===== config.mk =====
export PLATFORM = sky130hd
export DESIGN_NAME = hid_keys_to_button_edges
export DESIGN_NICKNAME = d
export VERILOG_FILES = /design/src/rtl/hkbe_pkg.sv /design/src/rtl/hid_keys_to_button_edges.sv /design/src/rtl/hkbe_ctrl.sv /design/src/rtl/hkbe_dp.sv
export SDC_FILE = /design/constraint.sdc
export NUM_CORES = 1
export LEC_CHECK = 0
export ABC_AREA = 1
export BUFFER_PORTS_ARGS = -buffer_cell sky130_fd_sc_hd__clkbuf_2
export CORE_MARGIN = 1
export CORE_UTILIZATION = 47
export DETAILED_ROUTE_END_ITERATION = 10
export GPL_TIMING_DRIVEN = 0
export HOLD_SLACK_MARGIN = 0.06
export PLACE_DENSITY = 0.66
export REMOVE_ABC_BUFFERS = 1
export SLEW_MARGIN = 40
export SYNTH_ARGS = -nofsm -noshare
export SYNTH_HDL_FRONTEND = slang
export SYNTH_SLANG_ARGS = --single-unit

===== constraint.sdc =====
create_clock -name clk_i -period 5.1 [get_ports clk_i]
set_input_delay 0.51 -clock clk_i [delete_from_list [all_inputs] [get_ports clk_i]]
set_output_delay 0.51 -clock clk_i [all_outputs]
set_load 0.03 [all_outputs]

===== src/rtl/hkbe_pkg.sv =====
// Shared types, keycodes and decode helpers for the keyboard-report to button-edge block.
`default_nettype none

package hkbe_pkg;

  localparam int unsigned NBTN  = 4;
  localparam int unsigned NPASS = 6;
  localparam int unsigned NKEYS = 6;

  typedef logic [NBTN-1:0] btn_set_t;

  typedef enum logic [1:0] {
    KIND_REPORT   = 2'd0,
    KIND_RELEASE  = 2'd1,
    KIND_SUPPRESS = 2'd2,
    KIND_DELIVERY = 2'd3
  } kind_e;

  typedef enum logic [1:0] {
    ST_IDLE = 2'b01,
    ST_EMIT = 2'b10
  } state_e;

  localparam logic RES_REQUEST = 1'b0;
  localparam logic RES_EDGE    = 1'b1;

  // Button indices.
  localparam int unsigned BTN_BACK   = 0;
  localparam int unsigned BTN_UP     = 1;
  localparam int unsigned BTN_SELECT = 2;
  localparam int unsigned BTN_DOWN   = 3;

  // HID usage keycodes.
  localparam logic [7:0] KEY_UP        = 8'h52;
  localparam logic [7:0] KEY_DOWN      = 8'h51;
  localparam logic [7:0] KEY_ENTER     = 8'h28;
  localparam logic [7:0] KEY_RIGHT     = 8'h4f;
  localparam logic [7:0] KEY_ESCAPE    = 8'h29;
  localparam logic [7:0] KEY_LEFT      = 8'h50;
  localparam logic [7:0] KEY_BACKSPACE = 8'h2a;
  localparam logic [7:0] KEY_ERR_LO    = 8'h01;
  localparam logic [7:0] KEY_ERR_HI    = 8'h03;

  // Edge direction of each delivery pass, bit p for pass p: up, down,
  // re-press up, re-press down, tap down, tap up.
  localparam logic [NPASS-1:0] PASS_PRESSED = 6'b011010;

  typedef struct packed {
    logic load;
    logic push;
  } ctrl_cmd_t;

  typedef struct packed {
    logic busy;
    logic last_res;
  } dp_status_t;

  function automatic btn_set_t key_to_bits(input logic [7:0] k);
    btn_set_t b;
    b = '0;
    case (k)
      KEY_UP:                               b[BTN_UP]     = 1'b1;
      KEY_DOWN:                             b[BTN_DOWN]   = 1'b1;
      KEY_ENTER, KEY_RIGHT:                 b[BTN_SELECT] = 1'b1;
      KEY_ESCAPE, KEY_LEFT, KEY_BACKSPACE:  b[BTN_BACK]   = 1'b1;
      default:                              b = '0;
    endcase
    return b;
  endfunction

endpackage

`default_nettype wire


===== src/rtl/hid_keys_to_button_edges.sv =====
// Top level of the keyboard-report to button-edge converter.
`default_nettype none

// Turns keyboard reports into up and down edges for four buttons (back, up,
// select, down). Each request is one of four kinds: a report, a release of all
// keys, a suppression of Enter during pairing, or a delivery slot. Reports and
// releases update the target, seen and released button sets and produce a
// single delivery request result when a change appears and none is already
// pending. A delivery slot emits the pending button edges in a fixed order:
// releases, new presses, re-presses (up then down) and taps (down then up),
// each pass in ascending button order, with last set on the final one. A suppression
// request needs no sequencing phase; a report or
// release is accepted and then emits or discards its request result; a
// delivery is accepted and then emits its edges, and ends with no result when
// it has no edges. The edge sequencer writes one result per cycle into the
// output register while the output is not stalled; a stall holds the sequence.
// The input stalls while a request's results are being sequenced, but a new
// request is taken as soon as the last result has reached the output register.

module hid_keys_to_button_edges (
  input  wire logic       clk_i,
  input  wire logic       rst_ni,
  input  wire logic       in_valid_i,
  output logic            in_stall_o,
  input  wire logic [1:0] kind_i,
  input  wire logic       report_ok_i,
  input  wire logic [7:0] reserved_byte_i,
  input  wire logic [7:0] key0_i,
  input  wire logic [7:0] key1_i,
  input  wire logic [7:0] key2_i,
  input  wire logic [7:0] key3_i,
  input  wire logic [7:0] key4_i,
  input  wire logic [7:0] key5_i,
  output logic            out_valid_o,
  input  wire logic       out_stall_i,
  output logic            result_kind_o,
  output logic [1:0]      button_id_o,
  output logic            pressed_o,
  output logic            last_o
);

  hkbe_pkg::ctrl_cmd_t  cmd;
  hkbe_pkg::dp_status_t status;

  // Sequencing control and the output valid flag.
  hkbe_ctrl u_ctrl (
    .clk_i       (clk_i),
    .rst_ni      (rst_ni),
    .in_valid_i  (in_valid_i),
    .in_stall_o  (in_stall_o),
    .kind_i      (kind_i),
    .out_valid_o (out_valid_o),
    .out_stall_i (out_stall_i),
    .cmd_o       (cmd),
    .status_i    (status)
  );

  // Button state, pass masks and the result payload register.
  hkbe_dp u_dp (
    .clk_i           (clk_i),
    .rst_ni          (rst_ni),
    .cmd_i           (cmd),
    .status_o        (status),
    .kind_i          (kind_i),
    .report_ok_i     (report_ok_i),
    .reserved_byte_i (reserved_byte_i),
    .key0_i          (key0_i),
    .key1_i          (key1_i),
    .key2_i          (key2_i),
    .key3_i          (key3_i),
    .key4_i          (key4_i),
    .key5_i          (key5_i),
    .result_kind_o   (result_kind_o),
    .button_id_o     (button_id_o),
    .pressed_o       (pressed_o),
    .last_o          (last_o)
  );

endmodule

`default_nettype wire


===== src/rtl/hkbe_ctrl.sv =====
// Controller state machine: input acceptance, result sequencing and output valid.
`default_nettype none

module hkbe_ctrl (
  input  wire logic                   clk_i,
  input  wire logic                   rst_ni,
  input  wire logic                   in_valid_i,
  output logic                        in_stall_o,
  input  wire logic [1:0]             kind_i,
  output logic                        out_valid_o,
  input  wire logic                   out_stall_i,
  output hkbe_pkg::ctrl_cmd_t         cmd_o,
  input  wire hkbe_pkg::dp_status_t   status_i
);

  hkbe_pkg::state_e state_q, state_d;
  logic out_valid_q, out_valid_d;
  logic out_free;

  assign in_stall_o  = (state_q != hkbe_pkg::ST_IDLE);
  assign out_valid_o = out_valid_q;
  assign out_free    = !out_valid_q || !out_stall_i;

  always_comb begin
    cmd_o.load = in_valid_i && (state_q == hkbe_pkg::ST_IDLE);
    cmd_o.push = (state_q == hkbe_pkg::ST_EMIT) && status_i.busy && out_free;
  end

  always_comb begin
    state_d = state_q;
    case (state_q)
      hkbe_pkg::ST_IDLE: begin
        if (cmd_o.load && (kind_i != hkbe_pkg::KIND_SUPPRESS)) begin
          state_d = hkbe_pkg::ST_EMIT;
        end
      end
      hkbe_pkg::ST_EMIT: begin
        if (!status_i.busy || (cmd_o.push && status_i.last_res)) begin
          state_d = hkbe_pkg::ST_IDLE;
        end
      end
      default: state_d = hkbe_pkg::ST_IDLE;
    endcase
  end

  always_comb begin
    if (cmd_o.push) begin
      out_valid_d = 1'b1;
    end else if (out_stall_i) begin
      out_valid_d = out_valid_q;
    end else begin
      out_valid_d = 1'b0;
    end
  end

  always_ff @(posedge clk_i or negedge rst_ni) begin
    if (!rst_ni) begin
      state_q     <= hkbe_pkg::ST_IDLE;
      out_valid_q <= 1'b0;
    end else begin
      state_q     <= state_d;
      out_valid_q <= out_valid_d;
    end
  end

  // A result is only produced while sequencing.
  assert property (@(posedge clk_i) disable iff (!rst_ni)
    cmd_o.push |-> state_q == hkbe_pkg::ST_EMIT)
    else $error("result pushed outside the emit state");

  // A held result is never overwritten.
  assert property (@(posedge clk_i) disable iff (!rst_ni)
    (out_valid_q && out_stall_i) |-> !cmd_o.push)
    else $error("output register overwritten while stalled");

  // Any request other than suppression starts a sequencing phase.
  assert property (@(posedge clk_i) disable iff (!rst_ni)
    (cmd_o.load && kind_i != hkbe_pkg::KIND_SUPPRESS) |=> state_q == hkbe_pkg::ST_EMIT)
    else $error("accepted request did not start sequencing");

  // The final result of a request returns the controller to idle.
  assert property (@(posedge clk_i) disable iff (!rst_ni)
    (cmd_o.push && status_i.last_res) |=> state_q == hkbe_pkg::ST_IDLE)
    else $error("controller stayed busy after the final result");

endmodule

`default_nettype wire


===== src/rtl/hkbe_dp.sv =====
// Datapath: report decode, button set state, delivery pass masks and output payload.
`default_nettype none

module hkbe_dp (
  input  wire logic                   clk_i,
  input  wire logic                   rst_ni,
  input  wire hkbe_pkg::ctrl_cmd_t    cmd_i,
  output hkbe_pkg::dp_status_t        status_o,
  input  wire logic [1:0]             kind_i,
  input  wire logic                   report_ok_i,
  input  wire logic [7:0]             reserved_byte_i,
  input  wire logic [7:0]             key0_i,
  input  wire logic [7:0]             key1_i,
  input  wire logic [7:0]             key2_i,
  input  wire logic [7:0]             key3_i,
  input  wire logic [7:0]             key4_i,
  input  wire logic [7:0]             key5_i,
  output logic                        result_kind_o,
  output logic [1:0]                  button_id_o,
  output logic                        pressed_o,
  output logic                        last_o
);

  localparam int unsigned PW = $clog2(hkbe_pkg::NPASS);
  localparam int unsigned BW = $clog2(hkbe_pkg::NBTN);

  hkbe_pkg::btn_set_t target_q, target_d;
  hkbe_pkg::btn_set_t seen_q, seen_d;
  hkbe_pkg::btn_set_t released_q, released_d;
  hkbe_pkg::btn_set_t reported_q, reported_d;
  logic               pending_q, pending_d;
  logic               supp_q, supp_d;
  logic               req_q, req_d;
  hkbe_pkg::btn_set_t mask_q [hkbe_pkg::NPASS];
  hkbe_pkg::btn_set_t mask_d [hkbe_pkg::NPASS];

  logic                       res_kind_q;
  logic [BW-1:0]              res_btn_q;
  logic                       res_pressed_q;
  logic                       res_last_q;

  logic [7:0]         keys [hkbe_pkg::NKEYS];
  logic               key_err, has_enter, frame_ok, report_good;
  hkbe_pkg::btn_set_t rep_bits, new_bits, retaken, tapped;
  logic               changed, sched;

  logic               found, later_nz, cur_last;
  logic [PW-1:0]      sel_pass;
  logic [BW-1:0]      sel_btn;
  logic               btn_found;
  hkbe_pkg::btn_set_t sel_mask, clr_mask;

  assign keys[0] = key0_i;
  assign keys[1] = key1_i;
  assign keys[2] = key2_i;
  assign keys[3] = key3_i;
  assign keys[4] = key4_i;
  assign keys[5] = key5_i;

  // Report decode: Enter is dropped while suppression holds.
  always_comb begin
    key_err   = 1'b0;
    has_enter = 1'b0;
    rep_bits  = '0;
    for (int i = 0; i < hkbe_pkg::NKEYS; i++) begin
      if (keys[i] >= hkbe_pkg::KEY_ERR_LO && keys[i] <= hkbe_pkg::KEY_ERR_HI) begin
        key_err = 1'b1;
      end
      if (keys[i] == hkbe_pkg::KEY_ENTER) begin
        has_enter = 1'b1;
      end
      if (!(keys[i] == hkbe_pkg::KEY_ENTER && supp_q)) begin
        rep_bits = rep_bits | hkbe_pkg::key_to_bits(keys[i]);
      end
    end
  end

  assign frame_ok    = report_ok_i && (reserved_byte_i == 8'd0);
  assign report_good = frame_ok && !key_err;
  assign new_bits    = (kind_i == hkbe_pkg::KIND_REPORT && report_good) ? rep_bits : '0;
  assign changed     = (target_q != new_bits) || (seen_q != new_bits) || (released_q != '0);
  assign sched       = changed && !pending_q;
  assign retaken     = released_q & target_q & reported_q;
  assign tapped      = seen_q & ~target_q & ~reported_q;

  // Pick the first non-empty pass and its lowest button.
  always_comb begin
    found    = 1'b0;
    sel_pass = '0;
    for (int p = 0; p < hkbe_pkg::NPASS; p++) begin
      if (!found && mask_q[p] != '0) begin
        found    = 1'b1;
        sel_pass = PW'(p);
      end
    end
    sel_mask  = mask_q[sel_pass];
    btn_found = 1'b0;
    sel_btn   = '0;
    for (int b = 0; b < hkbe_pkg::NBTN; b++) begin
      if (!btn_found && sel_mask[b]) begin
        btn_found = 1'b1;
        sel_btn   = BW'(b);
      end
    end
    clr_mask = sel_mask & (sel_mask - hkbe_pkg::btn_set_t'(1));
    later_nz = 1'b0;
    for (int p = 0; p < hkbe_pkg::NPASS; p++) begin
      if (PW'(p) > sel_pass && mask_q[p] != '0) begin
        later_nz = 1'b1;
      end
    end
    cur_last = req_q || (clr_mask == '0 && !later_nz);
  end

  always_comb begin
    status_o.busy     = req_q || found;
    status_o.last_res = cur_last;
  end

  always_comb begin
    target_d   = target_q;
    seen_d     = seen_q;
    released_d = released_q;
    reported_d = reported_q;
    pending_d  = pending_q;
    supp_d     = supp_q;
    req_d      = req_q;
    mask_d     = mask_q;
    if (cmd_i.load) begin
      case (kind_i)
        hkbe_pkg::KIND_REPORT, hkbe_pkg::KIND_RELEASE: begin
          if (kind_i == hkbe_pkg::KIND_RELEASE) begin
            supp_d = 1'b0;
          end else if (report_good && !has_enter) begin
            supp_d = 1'b0;
          end
          released_d = released_q | (target_q & ~new_bits);
          target_d   = new_bits;
          seen_d     = seen_q | new_bits;
          if (sched) begin
            pending_d = 1'b1;
          end
          req_d = sched;
        end
        hkbe_pkg::KIND_SUPPRESS: begin
          supp_d = 1'b1;
        end
        default: begin
          pending_d  = 1'b0;
          seen_d     = target_q;
          released_d = '0;
          reported_d = target_q;
          mask_d[0]  = reported_q & ~target_q;
          mask_d[1]  = target_q & ~reported_q;
          mask_d[2]  = retaken;
          mask_d[3]  = retaken;
          mask_d[4]  = tapped;
          mask_d[5]  = tapped;
        end
      endcase
    end else if (cmd_i.push) begin
      if (req_q) begin
        req_d = 1'b0;
      end else begin
        for (int p = 0; p < hkbe_pkg::NPASS; p++) begin
          if (PW'(p) == sel_pass) begin
            mask_d[p] = clr_mask;
          end
        end
      end
    end
  end

  always_ff @(posedge clk_i or negedge rst_ni) begin
    if (!rst_ni) begin
      target_q   <= '0;
      seen_q     <= '0;
      released_q <= '0;
      reported_q <= '0;
      pending_q  <= 1'b0;
      supp_q     <= 1'b0;
      req_q      <= 1'b0;
      for (int p = 0; p < hkbe_pkg::NPASS; p++) begin
        mask_q[p] <= '0;
      end
    end else begin
      target_q   <= target_d;
      seen_q     <= seen_d;
      released_q <= released_d;
      reported_q <= reported_d;
      pending_q  <= pending_d;
      supp_q     <= supp_d;
      req_q      <= req_d;
      mask_q     <= mask_d;
    end
  end

  always_ff @(posedge clk_i) begin
    if (cmd_i.push) begin
      res_kind_q    <= req_q ? hkbe_pkg::RES_REQUEST : hkbe_pkg::RES_EDGE;
      res_btn_q     <= req_q ? '0 : sel_btn;
      res_pressed_q <= req_q ? 1'b0 : hkbe_pkg::PASS_PRESSED[sel_pass];
      res_last_q    <= cur_last;
    end
  end

  assign result_kind_o = res_kind_q;
  assign button_id_o   = res_btn_q;
  assign pressed_o     = res_pressed_q;
  assign last_o        = res_last_q;

endmodule

`default_nettype wire

Yosys cells after proc, flatten, opt, wreduce, memory -nomap -nowiden
Memory sizes are Yosys's and may differ from the RTL's. A register that Yosys moved wholly into a read port is not among the register bits.
Cells that the tools add are included.
{ "classes": {"add_sub_neg": 1, "multipliers": 0, "div": 0, "order_cmp": 19, "n_eq_ne": 63, "n_shift": 0, "n_mux": 115, "n_bitwise": 21, "reduce_logical": 104} }
{ "ops": {"columns": ["op", "n"], "rows": [
  ["$eq 8x7->1 const B", 24],
  ["$eq 8x6->1 const B", 18],
  ["$mux 24", 4],
  ["$mux 1", 82],
  ["$mux 4", 15],
  ["$ge 8x1->1 const B", 6],
  ["$le 8x2->1 const B", 6],
  ["$logic_and 1x1->1", 37],
  ["$and 4x4->4", 8],
  ["$or 4x4->4", 7],
  ["$reduce_bool 4->1", 7],
  ["$reduce_and 4->1", 6],
  ["$reduce_or 3->1", 7],
  ["$pmux 4 s2", 2],
  ["$reduce_bool 2->1", 8],
  ["$logic_not 1->1", 15],
  ["$reduce_or 2->1", 7],
  ["$bmux 4 s3", 1],
  ["$mux 2", 6],
  ["$not 4->4", 3],
  ["$ne 2x2->1 const B", 5],
  ["$reduce_and 2->1", 5],
  ["$logic_not 8->1", 1],
  ["$ne 2x1->1 const B", 4],
  ["other kinds (22)", 39]
]} }
{ "totals": {"reg_bits": 50, "latchBits": 0, "ramBits": 0, "romBits": 8, "elab_cells": 342, "mem_count": 1} }
{ "mem_list": {"columns": ["memory", "depth", "width", "rd", "rd_clocked_by_memory_dff", "wr", "line", "source"], "rows": [
  ["(name not given)", 8, 1, 1, 1, 0, "hkbe_dp.sv:202", "res_pressed_q <= req_q ? 1'b0 : hkbe_pkg::PASS_PRESSED[sel_pass];"]
]} }

Longest topological paths before layout
{ "logic_depth": {"word_depth": 32, "mapped_depth": 18} }

By module
From an unflattened synthesis, not the netlist that was laid out.
{ "unflattened": {"hier_cells": 553, "hier_area_um2": 3779.9} }
{ "by_module_without_submodules": {"columns": ["module", "instances", "cells_per_inst", "area_each_um2", "seq_area_each_um2"], "rows": [
  ["hkbe_dp", 1, 531, 3609.7, 1226.2],
  ["hkbe_ctrl", 1, 22, 170.2, 76.3]
]} }

Least setup slack after synthesis
OpenSTA, ideal clock, no wires.
{ "synth_timing": {"kind": "input to register", "startpoint": "input port reserved_byte_i[1]", "endpoint": "register u_dp.pending_q", "setup_ps": 132, "arrival_time_ps": 2340, "t_required_ps": 4968, "setup_slack_ps": 2628, "stages": 11, "path_buffers": 0, "cell_sequence": "nor4_1 -> nand4_1 -> nor2_1 -> nand4_1 -> nor3_1 -> o21ai_0 -> ha_1 -> nor4_1 -> nand3b_1 -> nand4_1 -> o21ai_0"} }
{ "synth_via": {"elab_chain_len": 11, "word_cells_on_any_way": 12, "cone_classes": "3 x eq/ne; 1 x mux; 8 x reduce/logical"} }
{ "synth_lines": {"columns": ["element", "line", "source"], "rows": [
  ["start: declaration", "hid_keys_to_button_edges.sv:27", "input wire logic [7:0] reserved_byte_i,"],
  ["$logic_not 8->1 (*)", "hkbe_dp.sv:78", "assign frame_ok = report_ok_i && (reserved_byte_i == 8'd0);"],
  ["$logic_and 1x1->1 (*)", "hkbe_dp.sv:78", null],
  ["$logic_and 1x1->1 (*)", "hkbe_dp.sv:79", "assign report_good = frame_ok && !key_err;"],
  ["$logic_and 1x1->1 (*)", "hkbe_dp.sv:80", "assign new_bits = (kind_i == hkbe_pkg::KIND_REPORT && report_good) ? rep_bits : '0;"],
  ["$mux 4 (*)", "hkbe_dp.sv:80", null],
  ["$ne 4x4->1", "hkbe_dp.sv:81", "assign changed = (target_q != new_bits) || (seen_q != new_bits) || (released_q != '0);"],
  ["$logic_or 1x1->1 (*) (2 in series)", "hkbe_dp.sv:81", null],
  ["$logic_and 1x1->1 (*)", "hkbe_dp.sv:82", "assign sched = changed && !pending_q;"],
  ["$ne 2x1->1 (no line) (*)", null, null],
  ["$reduce_and 3->1 (no line) (*)", null, null],
  ["end signal: assignment", "hkbe_dp.sv:191", "pending_q <= pending_d;"],
  ["end: declaration", "hkbe_dp.sv:31", "logic pending_q, pending_d;"]
]} }
Every way passes the cells marked *; elsewhere a longest branch is shown, timed or not.
A chain may end at the register's enable or synchronous reset.

Worst setup path in the final report
{ "layout_timing": {"startpoint": "register u_ctrl.state_q[0]", "endpoint": "register u_dp.mask_q[0] in the netlist's numbering"} }
{ "layout_via": {"elab_chain_len": 5, "word_cells_on_any_way": 11, "cone_classes": "4 x eq/ne; 1 x mux; 6 x reduce/logical"} }
{ "layout_lines": {"columns": ["element", "line", "source"], "rows": [
  ["start: declaration", "hkbe_ctrl.sv:16", "hkbe_pkg::state_e state_q, state_d;"],
  ["start signal: assignment", "hkbe_ctrl.sv:58", "state_q <= hkbe_pkg::ST_IDLE;"],
  ["start signal: assignment", "hkbe_ctrl.sv:61", "state_q <= state_d;"],
  ["$eq 2x2->1", "hkbe_ctrl.sv:26", "cmd_o.push = (state_q == hkbe_pkg::ST_EMIT) && status_i.busy && out_free;"],
  ["$logic_and 1x1->1 (2 in series)", "hkbe_ctrl.sv:26", null],
  ["$reduce_bool 2->1 (no line)", null, null],
  ["$reduce_and 4->1 (no line)", null, null],
  ["end signal: assignment", "hkbe_dp.sv:194", "mask_q <= mask_d;"],
  ["end: declaration", "hkbe_dp.sv:34", "hkbe_pkg::btn_set_t mask_q [hkbe_pkg::NPASS];"]
]} }
Several ways; a longest one is shown, not always the timed one.

==> impl_metrics.toml <==
[outcome]
run_status = "finished clean"

[synth]
dominantRegCellSynth = "dfrtp_1"
syn-cell-area_sq_um = 3650
synthMuxAreaShare_pct = 0
yosys_warnings = 0
yosys.area.top_type = "dfrtp_1"
synth_cell_type_count = 47
synthAdderAreaFrac_pct = 3.08
syn_avg_cell_area_sq_um = 6.96
synth_top_family_by_area = "simple AND/OR/NAND/NOR gates"
synth_edf_count = 5
yosysSeqAreaShare_pct = 35.6
ys_async_sr_fraction_pct = 90.2
synth_compound_area_share_pct = 14.4
synth_top_area_share_pct = 30.8
synth_simple_gate_area_share_pct = 36.1
netlist_instances = 525
ys_ff_latch = 51
synthTopCellsByArea = "dfrtp_1 (31%), nand2_1 (9.9%), inv_1 (9.3%)"
synthXorXnorAreaFrac_pct = 0

[clock_network]
clkLatencyLatePin_ns = 0.31
post-cts-setup-buffers = 0
cts_buffers = 5
cts-root-buf = "clkbuf_8"
tritoncts = "yes"
cts_resized = 0
clock-sinks = 51
htreeDepth = 2
hold_buffers = 0
clock_path_buffers = 2
path_clk_slew_ns = 0.10

[sta]
final_max_slew_viol_count = 0
fin_skew_ns = 0.00661
period_minus_slack_ns = 2.96
max_slew_margin_pct = 48.6
tns_ns = 0
fmax_ghz = 0.338
setup_viol = 0
rsz0062_at_grt = "no"
worstMarginPinSlew_ns = 0.761
hold_viol_final = 0
fin_crit_sh_pct = 58.0

[worst_setup_path]
setup.worst_path.start_class = "flip-flop"
rrSetupSlack_ns = 2.14
worstPathRequired_ns = 5.32
end_kind = "flip-flop"
critical_path_class = "flip-flop to flip-flop"
cp_max_fo = 25
worstPathArrival_ns = 3.18

[detailed_routing]
drtIter0Drc = 157
drt-wirelength-per-cell_microns = 13.2
antenna_left = 0
firstDrtPassIters = 4
drcViolationCount = 0
avgViaCountPerCell = 5.28
drt_wl_total_mm = 9.18
vias = 3678

[place]
gp_congestion = 0.861
post_dp_cell_area_sq_um = 4100
dp.final_hpwl_mm = 7.40
port_buffers = 69

[power]
seq_power_share_pct = 37.3
p_comb_share_pct = 42.7
p_clk_share_pct = 20.1
p_sw_share_pct = 41.8
ir_drop_v = 0.000208
cellPowerDensity_nw_per_um2 = 396
switchingPower_mw = 0.700
p_int_mw = 0.976
power.leakage_nw = 2.10

[final_layout]
final_common_cell = "nand2_1"
post-route-util_pct = 57.4
final_cell_mix = "nand2_1 (96), inv_1 (91), nor2_1 (68), clkbuf_2 (68), dfrtp_1 (45)"
final_nets = 668
diodes = 0
drive_gt1_share_pct = 18.4
syn2layout_area_growth_pct = 15.8
design_area_sq_um = 4230

[die]
initial_core_util_pct = 49.6
die_h_microns = 90.2
core_area_sq_um = 7370
ios = 70
design.die.area_sq_um = 8130
num_rows = 31
die_w_microns = 90.2

[global_routing]
grt_max_degree = 47
grt_pass1_wl_mm = 15.7
grt_usage_pct = 23.9
grt_pass1_vias = 3387
grt_overflow = 0
antenna_found_initial = 0

[min_path]
hold_path.class = "input pin to async pin"

[flow_run]
drv_cap = 0
[registers in the layout (all words and copies together) (netlist names)]
name	count
u_dp.target_q	4
u_dp.last_o	1
u_ctrl.state_q	2
u_dp.reported_q	4
u_dp.pressed_o	1
u_dp.mask_q	24
u_dp.released_q	4
u_ctrl.out_valid_o	1
u_dp.result_kind_o	1
u_dp.button_id_o	2
u_dp.supp_q	1
u_dp.pending_q	1
u_dp.req_q	1
u_dp.seen_q	4
[power by group through the flow]
stage / Sequential (mW) / Clock [mW] / Combinational, mW
floorplan: 0.633 / 0 / 0.503
global placement: 0.630 / 0 / 0.699
detailed placement: 0.634 / 0 / 0.709
CTS: 0.626 / 0.343 / 0.713
global route: 0.642 / 0.356 / 0.809
finish: 0.625 / 0.336 / 0.715
[path summary, 6_finish.rpt]
check                                        from            endpoint  cells past startpoint
min in group clk_i                    out_stall_i  u_ctrl.out_valid_o                      3
worst max register to register  u_ctrl.state_q[0]      u_dp.mask_q[0]                      8
worst max-delay path            u_ctrl.state_q[0]      u_dp.mask_q[0]                      8
max in group asynchronous                  rst_ni    u_dp.target_q[0]                      1
worst min-delay path                       rst_ni     u_dp.mask_q[13]                      1
worst min register to register        u_dp.supp_q         u_dp.supp_q                      2
[layout make-up]
type                    count  area [sq um]
fillers                   715          3140
multi-input cells         374          1970
flip-flops and latches     51          1300
inverters                  95           358
repair buffers             69           348
well taps                  99           124
clock buffers               6          72.6
clock inverters             2          60.1
[stage by stage]
step                std cells  setup slack, ns  power (mW)  hold WS (ns)
finish                    696             2.14        1.68         0.226
CTS                       696             1.92        1.68         0.259
floorplan                 520             2.61        1.14         0.214
global route              696             1.77        1.81         0.283
global placement          688             1.51        1.33         0.483
detailed placement        688             1.89        1.34         0.500
[kinds of logic after synthesis]
| family | count (synthesis) |
|---|---|
| simple gates | 278 |
| flops | 51 |
| compound gates | 87 |
| fa+ha+maj | 9 |
| buf+inv | 100 |
[critical path: stages, from the launching register on]
cell,delay [ns]
dfstp_2,0.57
nand3_2,0.43
nor2_2,0.60
inv_1,0.08
nand2_1,0.09
nand2_1,0.18
a21oi_1,0.52
nand3_1,0.25
o21ai_0,0.15
[synthesized netlist by cell type (3+ instances only)]
library cell / instances
nand2_2: 7
ha_1: 9
inv_1: 91
nand3b_1: 3
edfxtp_1: 5
nor3_1: 16
o41ai_1: 3
o21ai_1: 4
a22oi_1: 3
nor2_1: 69
o211ai_1: 7
or2_2: 3
nand4_1: 15
nor4_1: 10
clkbuf_1: 3
a31oi_1: 7
dfrtp_1: 45
nand3_2: 3
nand2_1: 96
a21oi_1: 14
o31ai_1: 3
o21ai_0: 35
nor2_2: 6
nand3_1: 40
[routing by layer]
layer  routed length [microns]  share of wire (%)  vias up  GRT usage, %
met2                      4510                 49       74          41.2
met3                       345                3.8       10          3.98
li1                          -                  -     1896             -
met4                        94                1.0        0          5.38
met5                         0                  0        -             0
met1                      4240                 46     1698          31.5
No activity file was read; power rests on OpenSTA's default activity.
